[src/rtl/greedy_note_dispenser_unit_macros.svh]
// assertion helpers shared by the dispenser modules
// both expect clk and rst_n in scope
`ifndef GREEDY_NOTE_DISPENSER_UNIT_MACROS_SVH
`define GREEDY_NOTE_DISPENSER_UNIT_MACROS_SVH

// same-cycle implication
`define GND_ASSERT_IMPL(lbl, ante, cons, msg) \
  lbl: assert property (@(posedge clk) disable iff (!rst_n) (ante) |-> (cons)) else $error(msg);

// next-cycle implication
`define GND_ASSERT_NEXT(lbl, ante, cons, msg) \
  lbl: assert property (@(posedge clk) disable iff (!rst_n) (ante) |=> (cons)) else $error(msg);

`endif

[src/rtl/gnd_pkg.sv]
`default_nettype none

package gnd_pkg;

  // field widths
  localparam int AMT_W  = 20;
  localparam int VAL_W  = 10;
  localparam int PROD_W = 2 * VAL_W;
  localparam int STAT_W = 2;
  localparam int SLOT_IN_W = 3;
  localparam int CFG_IDX_W = 3;

  // number of value registers and output slots
  localparam int NUM_CFG = 6;

  // opcodes
  localparam logic OP_WITHDRAW = 1'b0;
  localparam logic OP_LOAD     = 1'b1;

  // result status codes
  localparam logic [STAT_W-1:0] STAT_DISPENSED = 2'd0;
  localparam logic [STAT_W-1:0] STAT_SHORT     = 2'd1;
  localparam logic [STAT_W-1:0] STAT_LOADED    = 2'd2;

  // reset values per slot
  localparam logic [VAL_W-1:0] VALUE_RST [NUM_CFG] = '{10'd100, 10'd50, 10'd20,
                                                       10'd10, 10'd5, 10'd2};
  localparam logic [VAL_W-1:0] STOCK_RST [NUM_CFG] = '{10'd4, 10'd8, 10'd15,
                                                       10'd20, 10'd5, 10'd10};

  // controller to datapath
  typedef struct packed {
    logic start;
    logic sum_mul;
    logic sum_acc;
    logic check;
    logic div_init;
    logic div_step;
    logic mul;
    logic sub;
    logic fin;
  } cmd_t;

  // datapath to controller
  typedef struct packed {
    logic insufficient;
    logic skip;
  } sts_t;

endpackage

`default_nettype wire

[src/rtl/gnd_ctrl.sv]
`default_nettype none
`include "greedy_note_dispenser_unit_macros.svh"

module gnd_ctrl import gnd_pkg::*; #(
  parameter int NUM_DENOMS = 6,
  localparam int SLOT_W = $clog2(NUM_DENOMS)
) (
  input  wire logic              clk,
  input  wire logic              rst_n,
  input  wire logic              in_valid,
  output logic                   in_ready,
  input  wire logic              in_opcode,
  output logic                   out_valid,
  input  wire logic              out_ready,
  input  wire sts_t              sts,
  output cmd_t                   cmd,
  output logic [SLOT_W-1:0]      slot_idx
);

  localparam int BIT_W = $clog2(AMT_W);
  localparam logic [BIT_W-1:0]  BIT_LAST = BIT_W'(AMT_W - 1);
  localparam logic [SLOT_W-1:0] IDX_LAST = SLOT_W'(NUM_DENOMS - 1);

  localparam logic [3:0] ST_IDLE    = 4'd0;
  localparam logic [3:0] ST_SUM_MUL = 4'd1;
  localparam logic [3:0] ST_SUM_ACC = 4'd2;
  localparam logic [3:0] ST_CHECK   = 4'd3;
  localparam logic [3:0] ST_SLOT    = 4'd4;
  localparam logic [3:0] ST_DIV     = 4'd5;
  localparam logic [3:0] ST_MUL     = 4'd6;
  localparam logic [3:0] ST_SUB     = 4'd7;
  localparam logic [3:0] ST_FIN     = 4'd8;

  logic [3:0]        state_r, state_nxt;
  logic [SLOT_W-1:0] idx_r, idx_nxt;
  logic [BIT_W-1:0]  bit_r, bit_nxt;
  logic              out_valid_r, out_valid_nxt;
  logic              idx_last;

  assign idx_last  = (idx_r == IDX_LAST);
  assign in_ready  = (state_r == ST_IDLE);
  assign out_valid = out_valid_r;
  assign slot_idx  = idx_r;

  // sequencer
  always_comb begin
    state_nxt     = state_r;
    idx_nxt       = idx_r;
    bit_nxt       = bit_r;
    cmd           = '0;
    out_valid_nxt = out_valid_r && !out_ready;
    unique case (state_r)
      ST_IDLE: begin
        if (in_valid) begin
          cmd.start = 1'b1;
          idx_nxt   = '0;
          state_nxt = (in_opcode == OP_LOAD) ? ST_FIN : ST_SUM_MUL;
        end
      end
      ST_SUM_MUL: begin
        cmd.sum_mul = 1'b1;
        state_nxt   = ST_SUM_ACC;
      end
      ST_SUM_ACC: begin
        cmd.sum_acc = 1'b1;
        if (idx_last) begin
          idx_nxt   = '0;
          state_nxt = ST_CHECK;
        end else begin
          idx_nxt   = idx_r + 1'b1;
          state_nxt = ST_SUM_MUL;
        end
      end
      ST_CHECK: begin
        cmd.check = 1'b1;
        state_nxt = sts.insufficient ? ST_FIN : ST_SLOT;
      end
      ST_SLOT: begin
        if (sts.skip) begin
          if (idx_last) begin
            state_nxt = ST_FIN;
          end else begin
            idx_nxt = idx_r + 1'b1;
          end
        end else begin
          cmd.div_init = 1'b1;
          bit_nxt      = '0;
          state_nxt    = ST_DIV;
        end
      end
      ST_DIV: begin
        cmd.div_step = 1'b1;
        if (bit_r == BIT_LAST) begin
          state_nxt = ST_MUL;
        end else begin
          bit_nxt = bit_r + 1'b1;
        end
      end
      ST_MUL: begin
        cmd.mul   = 1'b1;
        state_nxt = ST_SUB;
      end
      ST_SUB: begin
        cmd.sub = 1'b1;
        if (idx_last) begin
          state_nxt = ST_FIN;
        end else begin
          idx_nxt   = idx_r + 1'b1;
          state_nxt = ST_SLOT;
        end
      end
      ST_FIN: begin
        if (!out_valid_r || out_ready) begin
          cmd.fin       = 1'b1;
          out_valid_nxt = 1'b1;
          state_nxt     = ST_IDLE;
        end
      end
      default: begin
        state_nxt = ST_IDLE;
      end
    endcase
  end

  // control registers
  always_ff @(posedge clk) begin
    if (!rst_n) begin
      state_r     <= ST_IDLE;
      idx_r       <= '0;
      bit_r       <= '0;
      out_valid_r <= 1'b0;
    end else begin
      state_r     <= state_nxt;
      idx_r       <= idx_nxt;
      bit_r       <= bit_nxt;
      out_valid_r <= out_valid_nxt;
    end
  end

  `GND_ASSERT_NEXT(a_accept_leaves_idle, in_valid && in_ready, state_r != ST_IDLE, "accepted beat left controller idle")
  `GND_ASSERT_IMPL(a_no_overwrite, cmd.fin, !out_valid_r || out_ready, "result overwrote a pending beat")
  `GND_ASSERT_NEXT(a_fin_shows_result, cmd.fin, out_valid_r, "finished item produced no result beat")

endmodule

`default_nettype wire

[src/rtl/gnd_dpath.sv]
`default_nettype none
`include "greedy_note_dispenser_unit_macros.svh"

module gnd_dpath import gnd_pkg::*; #(
  parameter int NUM_DENOMS = 6,
  localparam int SLOT_W = $clog2(NUM_DENOMS)
) (
  input  wire logic                 clk,
  input  wire logic                 rst_n,
  input  wire logic                 cfg_we,
  input  wire logic [CFG_IDX_W-1:0] cfg_index,
  input  wire logic [VAL_W-1:0]     cfg_data,
  input  wire logic                 in_opcode,
  input  wire logic [AMT_W-1:0]     in_amount,
  input  wire logic [SLOT_IN_W-1:0] in_slot,
  input  wire logic [VAL_W-1:0]     in_count,
  input  wire cmd_t                 cmd,
  input  wire logic [SLOT_W-1:0]    slot_idx,
  output sts_t                      sts,
  output logic [STAT_W-1:0]         out_status,
  output logic [VAL_W-1:0]          out_given [NUM_CFG],
  output logic [AMT_W-1:0]          out_remainder
);

  // running total: each product below 2^PROD_W, at most 2^SLOT_W of them
  localparam int TOT_W = PROD_W + SLOT_W;

  logic [VAL_W-1:0]  value_r [NUM_DENOMS];
  logic [VAL_W-1:0]  stock_r [NUM_DENOMS];
  logic [VAL_W-1:0]  given_r [NUM_DENOMS];
  logic              op_r;
  logic              insuf_r;
  logic [AMT_W-1:0]  rest_r;
  logic [TOT_W-1:0]  acc_r;
  logic [PROD_W-1:0] prod_r;
  logic [AMT_W-1:0]  quo_r;
  logic [VAL_W-1:0]  rem_r;
  logic [VAL_W-1:0]  n_r;
  logic [PROD_W-1:0] nv_r;
  logic [STAT_W-1:0] out_status_r;
  logic [VAL_W-1:0]  out_given_r [NUM_CFG];
  logic [AMT_W-1:0]  out_rem_r;

  logic [VAL_W-1:0]  v_sel;
  logic [VAL_W-1:0]  s_sel;
  logic [VAL_W:0]    trial;
  logic              q_bit;
  logic [VAL_W-1:0]  n_min;

  assign v_sel = value_r[slot_idx];
  assign s_sel = stock_r[slot_idx];

  // status toward the controller
  assign sts.insufficient = (TOT_W'(rest_r) > acc_r);
  assign sts.skip = (v_sel == '0) || (s_sel == '0) || (rest_r < AMT_W'(v_sel));

  // one restoring divide step
  assign trial = {rem_r, quo_r[AMT_W-1]};
  assign q_bit = (trial >= {1'b0, v_sel});

  // notes taken are capped by the stock
  assign n_min = (quo_r > AMT_W'(s_sel)) ? s_sel : quo_r[VAL_W-1:0];

  // per-slot value, stock and given registers
  for (genvar i = 0; i < NUM_DENOMS; i++) begin : g_slot
    if (i < NUM_CFG) begin : g_cfg
      always_ff @(posedge clk) begin
        if (!rst_n) begin
          value_r[i] <= VALUE_RST[i];
        end else if (cfg_we && (int'(cfg_index) == i)) begin
          value_r[i] <= cfg_data;
        end
      end
    end else begin : g_fixed
      always_ff @(posedge clk) begin
        if (!rst_n) begin
          value_r[i] <= VAL_W'(1);
        end
      end
    end

    always_ff @(posedge clk) begin
      if (!rst_n) begin
        stock_r[i] <= (i < NUM_CFG) ? STOCK_RST[i % NUM_CFG] : '0;
      end else if (cmd.start && (in_opcode == OP_LOAD) && (int'(in_slot) == i)) begin
        stock_r[i] <= in_count;
      end else if (cmd.sub && (slot_idx == SLOT_W'(i))) begin
        stock_r[i] <= stock_r[i] - n_r;
      end
    end

    always_ff @(posedge clk) begin
      if (cmd.start) begin
        given_r[i] <= '0;
      end else if (cmd.sub && (slot_idx == SLOT_W'(i))) begin
        given_r[i] <= n_r;
      end
    end
  end

  // item registers, total, divider and multiply-subtract
  always_ff @(posedge clk) begin
    if (cmd.start) begin
      op_r    <= in_opcode;
      insuf_r <= 1'b0;
      rest_r  <= (in_opcode == OP_LOAD) ? '0 : in_amount;
      acc_r   <= '0;
    end
    if (cmd.sum_mul) begin
      prod_r <= PROD_W'(v_sel) * PROD_W'(s_sel);
    end
    if (cmd.sum_acc) begin
      acc_r <= acc_r + TOT_W'(prod_r);
    end
    if (cmd.check) begin
      insuf_r <= sts.insufficient;
    end
    if (cmd.div_init) begin
      quo_r <= rest_r;
      rem_r <= '0;
    end
    if (cmd.div_step) begin
      quo_r <= {quo_r[AMT_W-2:0], q_bit};
      rem_r <= q_bit ? VAL_W'(trial - {1'b0, v_sel}) : trial[VAL_W-1:0];
    end
    if (cmd.mul) begin
      n_r  <= n_min;
      nv_r <= PROD_W'(n_min) * PROD_W'(v_sel);
    end
    if (cmd.sub) begin
      rest_r <= rest_r - AMT_W'(nv_r);
    end
  end

  // result beat payload
  always_ff @(posedge clk) begin
    if (cmd.fin) begin
      out_status_r <= (op_r == OP_LOAD) ? STAT_LOADED :
                      (insuf_r ? STAT_SHORT : STAT_DISPENSED);
      out_rem_r    <= rest_r;
    end
  end

  for (genvar k = 0; k < NUM_CFG; k++) begin : g_out
    always_ff @(posedge clk) begin
      if (cmd.fin) begin
        out_given_r[k] <= (k < NUM_DENOMS) ? given_r[k % NUM_DENOMS] : '0;
      end
    end
    assign out_given[k] = out_given_r[k];
  end

  assign out_status    = out_status_r;
  assign out_remainder = out_rem_r;

  `GND_ASSERT_IMPL(a_no_underflow, cmd.sub, n_r <= s_sel, "notes taken exceed slot stock")
  `GND_ASSERT_NEXT(a_rest_shrinks, cmd.sub, rest_r <= $past(rest_r), "remaining amount grew")
  `GND_ASSERT_IMPL(a_div_rem_bound, cmd.div_step, rem_r < v_sel, "divider remainder out of range")

endmodule

`default_nettype wire

[src/rtl/greedy_note_dispenser_unit.sv]
// Cash dispenser with NUM_DENOMS note slots, each with a face value and a stock.
// Input channel (in_valid/in_ready): opcode 0 withdraws in_amount, opcode 1
// loads in_count notes into slot in_slot. Every input beat gives exactly one
// result beat on the output channel (out_valid/out_ready): status, notes
// given per slot and the undispensed remainder.
// Face values are written on the cfg port (cfg_we, cfg_index, cfg_data),
// taking effect at once; write them only while the block is idle.
// A load goes from acceptance straight to the final state. A withdraw first
// sums value*stock over the slots (a multiply, then an accumulate, per slot);
// if the total falls short it goes straight to its final state, otherwise it
// visits each slot: an empty or unusable slot is skipped, otherwise a radix-2
// restoring divider runs, then a multiply-subtract; the divider sets the pace.
// One item is in flight at a time; in_ready is high only while idle.
// The result sits in an output register, so the next item is accepted while
// it waits; if the receiver still stalls when that item finishes, the block
// holds in its final state until the pending beat is taken.
// Reset (rst_n, synchronous) restores values 100,50,20,10,5,2 and stock
// 4,8,15,20,5,10, and drops any pending result.
`default_nettype none

module greedy_note_dispenser_unit import gnd_pkg::*; #(
  parameter int NUM_DENOMS = 6
) (
  input  wire logic                 clk,
  input  wire logic                 rst_n,
  input  wire logic                 cfg_we,
  input  wire logic [CFG_IDX_W-1:0] cfg_index,
  input  wire logic [VAL_W-1:0]     cfg_data,
  input  wire logic                 in_valid,
  output logic                      in_ready,
  input  wire logic                 in_opcode,
  input  wire logic [AMT_W-1:0]     in_amount,
  input  wire logic [SLOT_IN_W-1:0] in_slot,
  input  wire logic [VAL_W-1:0]     in_count,
  output logic                      out_valid,
  input  wire logic                 out_ready,
  output logic [STAT_W-1:0]         out_status,
  output logic [VAL_W-1:0]          out_given_0,
  output logic [VAL_W-1:0]          out_given_1,
  output logic [VAL_W-1:0]          out_given_2,
  output logic [VAL_W-1:0]          out_given_3,
  output logic [VAL_W-1:0]          out_given_4,
  output logic [VAL_W-1:0]          out_given_5,
  output logic [AMT_W-1:0]          out_remainder
);

  localparam int SLOT_W = $clog2(NUM_DENOMS);

  cmd_t              cmd;
  sts_t              sts;
  logic [SLOT_W-1:0] slot_idx;
  logic [VAL_W-1:0]  given [NUM_CFG];

  // sequencer
  gnd_ctrl #(
    .NUM_DENOMS (NUM_DENOMS)
  ) u_ctrl (
    .clk       (clk),
    .rst_n     (rst_n),
    .in_valid  (in_valid),
    .in_ready  (in_ready),
    .in_opcode (in_opcode),
    .out_valid (out_valid),
    .out_ready (out_ready),
    .sts       (sts),
    .cmd       (cmd),
    .slot_idx  (slot_idx)
  );

  // slot state, divider and result registers
  gnd_dpath #(
    .NUM_DENOMS (NUM_DENOMS)
  ) u_dpath (
    .clk           (clk),
    .rst_n         (rst_n),
    .cfg_we        (cfg_we),
    .cfg_index     (cfg_index),
    .cfg_data      (cfg_data),
    .in_opcode     (in_opcode),
    .in_amount     (in_amount),
    .in_slot       (in_slot),
    .in_count      (in_count),
    .cmd           (cmd),
    .slot_idx      (slot_idx),
    .sts           (sts),
    .out_status    (out_status),
    .out_given     (given),
    .out_remainder (out_remainder)
  );

  // per-slot result fields
  assign out_given_0 = given[0];
  assign out_given_1 = given[1];
  assign out_given_2 = given[2];
  assign out_given_3 = given[3];
  assign out_given_4 = given[4];
  assign out_given_5 = given[5];

endmodule

`default_nettype wire

[config.mk]
export PLATFORM = sky130hd
export DESIGN_NAME = greedy_note_dispenser_unit
export DESIGN_NICKNAME = d
export VERILOG_FILES = /design/src/rtl/gnd_pkg.sv /design/src/rtl/gnd_ctrl.sv /design/src/rtl/gnd_dpath.sv /design/src/rtl/greedy_note_dispenser_unit.sv
export VERILOG_INCLUDE_DIRS = /design/src /design/src/rtl
export SDC_FILE = /design/constraint.sdc
export NUM_CORES = 1
export LEC_CHECK = 0
export BUFFER_PORTS_ARGS = -buffer_cell sky130_fd_sc_hd__buf_4
export CAP_MARGIN = 20
export CORE_MARGIN = 8
export CORE_UTILIZATION = 40
export DETAILED_ROUTE_END_ITERATION = 8
export PLACE_DENSITY = 0.66
export SYNTH_ARGS = -nofsm -noshare
export SYNTH_HDL_FRONTEND = slang
export SYNTH_HIERARCHICAL = 1
export SYNTH_SLANG_ARGS = --single-unit
[constraint.sdc]
create_clock -name clk -period 19.2 [get_ports clk]
set_input_delay 0.96 -clock clk [delete_from_list [all_inputs] [get_ports clk]]
set_output_delay 0.96 -clock clk [all_outputs]
set_load 0.03 [all_outputs]
==> results of run 1 <==
## power breakdown
part,switching (W),leakage [nW],total [W],internal (W)
Sequential,0.0000339,3.78,0.00108,0.00105
Combinational,0.000556,8.44,0.000936,0.000380
Clock,0.000373,0.738,0.000900,0.000526
## final cells by class
| type | count | area (um^2) |
|---|---|---|
| tap | 940 | 1176 |
| multi-input combinational | 1896 | 15080 |
| clock buffer | 57 | 1192 |
| clock inverter | 28 | 345.3 |
| sequential | 400 | 11890 |
| fill | 6420 | 38230 |
| inverter | 249 | 934.6 |
| timing repair buffer | 159 | 1189 |
## worst max-delay path: cells and delay by family, from the launching register on
family | cells | cell delay (ps)
and+or+nand+nor | 3 | 460
AOI/OAI and AO/OA | 9 | 2550
muxes | 3 | 1800
xor gates and xnor gates | 1 | 80
buffers and inverters | 6 | 1000
adders and majority gates | 7 | 3280
DFF | 1 | 310
## cells in the mapped netlist (all sizes together) (5+ instances only)
master	number	area (um^2)
o211ai	8	60.06
and3	13	81.33
o31ai	15	117.6
clkinv	5	18.77
a21o	36	270.3
and2	86	538.0
nor2	212	795.8
o41ai	6	52.55
buf	35	226.5
nand2	195	732.0
nor2b	34	212.7
xnor2	67	586.8
or2	9	56.31
nand2b	61	381.6
ha	255	3191
o22a	7	61.31
inv	244	915.9
o21ai	147	735.7
nand3b	8	60.06
o21bai	14	105.1
clkbuf	40	150.1
a211o	8	70.07
o21a	36	274.0
a21boi	10	75.07
nand3	30	150.1
a31oi	9	56.30
xor2	47	411.6
o22ai	9	56.30
fa	133	2663
or4	5	37.54
a22o	14	122.6
mux2	35	394.1
a21oi	122	640.6
a211oi	24	185.2
nor3	80	400.4
mux2i	24	289.0
edfxtp	387	11620
a32o	12	120.1
nor4	17	112.6
or3	25	156.4
nand4	16	100.1
dfxtp	13	260.3
## flip-flops by register name, indices dropped and copies added, names as in the netlist
name,flops
u_dpath/quo_r,20
u_dpath/stock_r,60
u_ctrl/state_r,4
u_dpath/rest_r,20
u_dpath/acc_r,23
u_dpath/n_r,10
u_dpath/out_status,2
u_ctrl/slot_idx,3
u_dpath/op_r,1
u_dpath/rem_r,10
u_dpath/out_remainder,20
u_ctrl/bit_r,5
u_ctrl/out_valid,1
u_dpath/out_given_r,60
u_dpath/given_r,60
u_dpath/nv_r,20
u_dpath/prod_r,20
u_dpath/value_r,60
u_dpath/insuf_r,1
## worst paths after layout
check / cells past startpoint / startpoint / to
setup / recovery: 29 / u_ctrl/slot_idx[1]$_SDFFE_PN0P_ / u_dpath/nv_r[18]$_DFFE_PP_
hold / removal: 0 / u_dpath/given_r[4][3]$_SDFFCE_PN0P_ / u_dpath/out_given_r[4][3]$_DFFE_PP_
setup reg to reg: 29 / u_ctrl/slot_idx[1]$_SDFFE_PN0P_ / u_dpath/nv_r[18]$_DFFE_PP_
hold reg to reg: 0 / u_dpath/given_r[4][3]$_SDFFCE_PN0P_ / u_dpath/out_given_r[4][3]$_DFFE_PP_
## kinds of logic (layout without fill, tap and decap cells)
family / Yosys count / after routing / synth area share [%]
simple gates: 807 / 807 / 14.10
mux: 63 / 63 / 2.737
compound gates: 524 / 524 / 12.21
xor+xnor: 114 / 114 / 3.534
fa+ha+maj: 388 / 388 / 20.72
buf+inv: 324 / 493 / 4.641
flops: 400 / 400 / 42.05
## routing by layer
| metal | GRT usage, % | vias to the layer above |
|---|---|---|
| li1 | - | 9628 |
| met1 | 25.44 | 10270 |
| met2 | 33.71 | 697 |
| met3 | 2.920 | 153 |
| met4 | 6.555 | 0 |
| met5 | 0 | - |
## stage by stage
stage	cells	util [%]	power [W]	hold WS, ps
floorplan	2620	-	0.001768	400.3
global placement	3642	43.20	0.002010	402.5
detailed placement	3643	43.21	0.002029	404.5
CTS	3728	45.40	0.002942	417.4
global route	3729	45.41	0.003091	424.6
finish	3729	45.41	0.002918	414.2
==> results_dict.tcl, run 1 <==
set metrics [dict create \
    track_usage_pct 19.69 \
    grt_antenna_before_repair 1 \
    finalMaxSlewViolations 0 \
    cts_hold_buf 0 \
    firstDrtPassIters 5 \
    finalInstanceArea_um2 31800 \
    wl_met1_mm 33.72 \
    postCtsSetupBuffers 0 \
    setup_tns_ps 0 \
    rows 97 \
    cts_buffer_depth 3 \
    slew_headroom_pct 28.02 \
    grt_pass1_vias 21520 \
    wl_met3_mm 4.873 \
    postRouteAntennaNets 0 \
    grt_max_degree 65 \
    tightest_slew_ps 1050 \
    place_congestion 0.9361 \
    antenna_cells 0 \
    synth_cell_types 93 \
    mostFrequentLayoutCells "edfxtp_1 (387), ha_1 (255), inv_1 (234)" \
    fp.coreArea_um2 70030 \
    num_vias 20750 \
    start_util_pct 40.34 \
    netlist_area_um2 28250 \
    end_kind "register" \
    path_class "register to register" \
    timing.final.crit_period_ps 9716 \
    path_clk_slew_ps 60 \
    ys_seq_area_share_pct 42.05 \
    cp-start-kind "register" \
    finClkSkew_ps 50.37 \
    ff2ff_setup_slack_ps 9480 \
    io_pins 136 \
    highest_layer "met4" \
    syn2layout_area_growth_pct 12.56 \
    clk_latency_ps 610 \
    vias_per_cell 5.565 \
    met2WireLength_mm 37.86 \
    setup_viol_count_final 0 \
    synth-edff-count 387 \
    syn-num-nets 3060 \
    grt_pass1_wl_mm 122.9 \
    yosys_warnings 6 \
    final_common_cell "edfxtp_1" \
    wl_mm 78.77 \
    synthFlopType "edfxtp_1" \
    syn_area_per_cell_um2 10.78 \
    dpl_worst_slack_ps 9615 \
    die_h_um 281.8 \
    worst_slack_ps 9484 \
    cp.required_ps 19550 \
    holdCritPathClass "register to register" \
    cts_tree "done" \
    nets 3192 \
    drt-initial-drc-count 1636 \
    grt_setup_unrepaired "false" \
    wl_per_cell_um 21.12 \
    dp.final_hpwl_mm 58.68 \
    htree_num_levels 2 \
    peakVddDrop_mv 0.07608 \
    status "completed" \
    drive_gt1_share_pct 11.08 \
    synthArstFlopShare_pct 0 \
    grt_overflow 0 \
    drv_cap 0 \
    path_max_fanout 55 \
    pwr_density_cell_nw_per_um2 91.75 \
    syn-instance-count 2620 \
    cts_buffers 46 \
    cts-resized-gates 0 \
    period_share_pct 50.60 \
    slowest_stage "mux2i_1" \
    p_leak_nw 12.96 \
    worstPathArrival_ps 10060 \
    die_x_um 281.8 \
    drc 0 \
    hold_violations 0 \
    synth-seq-cells 400 \
    cts_sinks 400 \
    die_area_um2 79390 \
    root_buffer "clkbuf_16" \
    cpPeakStageDelay_ps 940 \
    port_buffers 135 \
    fmax_mhz 102.9 \
    postPlaceCellArea_um2 30260 \
]
(Power assumes the default switching activity.)
==> run 2: changes to the inputs <==
clock period = 9 ns   (was 19.2 ns; I/O delays follow)
==> run 2 against run 1 <==
Compared with the run above:
- critical path depth fell by 2
- wire length rose by 0.54%
- cell area rose by 0.57%
- sequential share of layout area fell by 0.20 points
- setup slack got worse by 9000 ps
- maximum frequency rose by 14%
- cell count rose by 0.32%
- critical endpoint unchanged
- largest cell class unchanged
==> results_dict.tcl, run 2 (synthesis results as in run 1) <==
set metrics [dict create \
    status "completed" \
    grt_max_degree 83 \
    slew_headroom_pct 29.07 \
    layout.cells.non_filler 3741 \
    finClkSkew_ps 37.68 \
    drt-initial-drc-count 2023 \
    timing.critical_path.mode_cell "inv_1" \
    place_congestion 0.9511 \
    dp.final_hpwl_mm 59.09 \
    path_clk_slew_ps 60 \
    fp.coreArea_um2 70030 \
    die_x_um 281.8 \
    pwr_density_cell_nw_per_um2 195.9 \
    port_buffers 135 \
    drc 0 \
    grt_pass1_wl_mm 122.8 \
    mostFrequentLayoutCells "edfxtp_1 (387), ha_1 (255), inv_1 (234)" \
    num_vias 21050 \
    finalInstanceArea_um2 31980 \
    peakVddDrop_mv 0.1429 \
    track_usage_pct 19.72 \
    dp.cells 3651 \
    wl_per_cell_um 21.17 \
    critPathTopFamily "adder cells" \
    grt_overflow 0 \
    wl_mm 79.20 \
    start_util_pct 40.34 \
    postRouteAntennaNets 0 \
    cts_buffers 46 \
    finalMaxSlewViolations 0 \
    tightest_slew_ps 1057 \
    path_max_fanout 30 \
    root_buffer "clkbuf_16" \
    antenna_cells 0 \
    drive_gt1_share_pct 12.00 \
    crit_buf_inv 6 \
    die_area_um2 79390 \
    io_pins 136 \
    end_kind "register" \
    syn2layout_area_growth_pct 13.20 \
    cpPeakStageDelay_ps 620 \
    final_common_cell "edfxtp_1" \
    worstPathArrival_ps 8840 \
    cp-start-kind "register" \
    vias_per_cell 5.626 \
    firstDrtPassIters 7 \
    period_share_pct 94.45 \
    nets 3204 \
    setup_viol_count_final 0 \
    fmax_mhz 117.6 \
    slowest_stage "mux4_2" \
    rows 97 \
    cts_hold_buf 0 \
    die_h_um 281.8 \
    setup_tns_ps 0 \
    grt_antenna_before_repair 0 \
    holdCritPathClass "input port to register" \
    p_leak_nw 13.05 \
    grt_pass1_vias 21340 \
    path_class "register to register" \
    fillerInstances 6469 \
    clk_latency_ps 610 \
    drv_cap 0 \
    hold_violations 0 \
    cts_tree "done" \
    timing.final.crit_period_ps 8500 \
    cts_sinks 400 \
    grt_setup_unrepaired "false" \
    postPlaceCellArea_um2 30320 \
    cts_buffer_depth 3 \
    cp.required_ps 9340 \
    htree_num_levels 2 \
]
-- run 2: changes by cell type in the layout (fill, tap and decap cells not counted), sizes merged --
cell      before  now
bufinv         6    5
buf          158  168
clkinv        25   22
inv          245  248
clkbuf        58   56
clkinvlp       1    6
-- run 2: timing repair --
item	CTS	global route
endpoints found under the setup margin	0	5
buffers inserted	0	2
hold endpoints to repair	0	0
gates resized for setup	0	4
-- run 2: final cells by class --
class / count / area, um^2 / area share (%)
multi-input cells: 1896 / 15090 / 47.20
flip-flops and latches: 400 / 11890 / 37.18
repair buffers: 171 / 1279 / 3.998
clock buffers: 53 / 1217 / 3.807
well taps: 940 / 1176 / 3.677
inverters: 249 / 934.6 / 2.922
clock inverters: 32 / 390.4 / 1.221
-- run 2: worst reg2reg max path: stages (launching register included) --
cell,delay [ps]
dfxtp_4,590
mux2_2,400
mux4_2,620
inv_1,180
ha_1,270
and4b_1,210
a211oi_1,240
o221ai_1,200
a21oi_4,470
mux2i_4,480
inv_1,140
nand2_1,110
fa_1,460
fa_1,560
inv_1,70
fa_1,510
fa_1,550
inv_1,50
fa_1,530
inv_1,40
ha_1,350
inv_1,100
o21bai_1,90
a41o_1,260
o41ai_2,350
o21ai_0,150
a21oi_1,190
xnor2_1,80
-- run 2: worst paths after layout --
path / startpoint / endpoint / slack [ps] / cells past startpoint
max: u_ctrl/slot_idx[1]$_SDFFE_PN0P_ / u_dpath/nv_r[18]$_DFFE_PP_ / 500 / 27
min: in_opcode / u_dpath/op_r$_DFFE_PP_ / 110 / 1
max reg2reg: u_ctrl/slot_idx[1]$_SDFFE_PN0P_ / u_dpath/nv_r[18]$_DFFE_PP_ / 500 / 27
min reg2reg: u_dpath/given_r[3][8]$_SDFFCE_PN0P_ / u_dpath/out_given_r[3][8]$_DFFE_PP_ / 410 / 0
-- run 2: stage by stage --
step	hold slack (ps)	worst slack [ps]	util, %	power [W]
final	106.3	499.8	45.67	0.006267
after global routing	85.29	65.94	45.67	0.006637
after CTS	70.77	27.55	45.59	0.006316
after detailed placement	404.5	76.08	43.30	0.004334
after global placement	402.8	277.7	43.30	0.004294
after floorplan	400.3	1097	-	0.003772
-- run 2: power breakdown --
| part | switching [W] | leakage [nW] | internal, W | total (W) |
|---|---|---|---|---|
| Clock | 0.000827 | 0.768 | 0.00113 | 0.00196 |
| Sequential | 0.0000752 | 3.78 | 0.00223 | 0.00231 |
| Combinational | 0.00118 | 8.51 | 0.000819 | 0.00200 |
| Total | 0.00208 | 13.1 | 0.00419 | 0.00627 |
-- run 2: layer usage --
layer | share of wire (%) | track usage [%] | routed length, um | vias up
met4 | 3.2 | 6.213 | 2571 | 0
met2 | 47 | 33.19 | 37560 | 844
met1 | 42 | 26.10 | 33380 | 10360
li1 | - | - | - | 9654
met5 | 0 | 0 | 0 | -
met3 | 7.2 | 2.954 | 5688 | 190
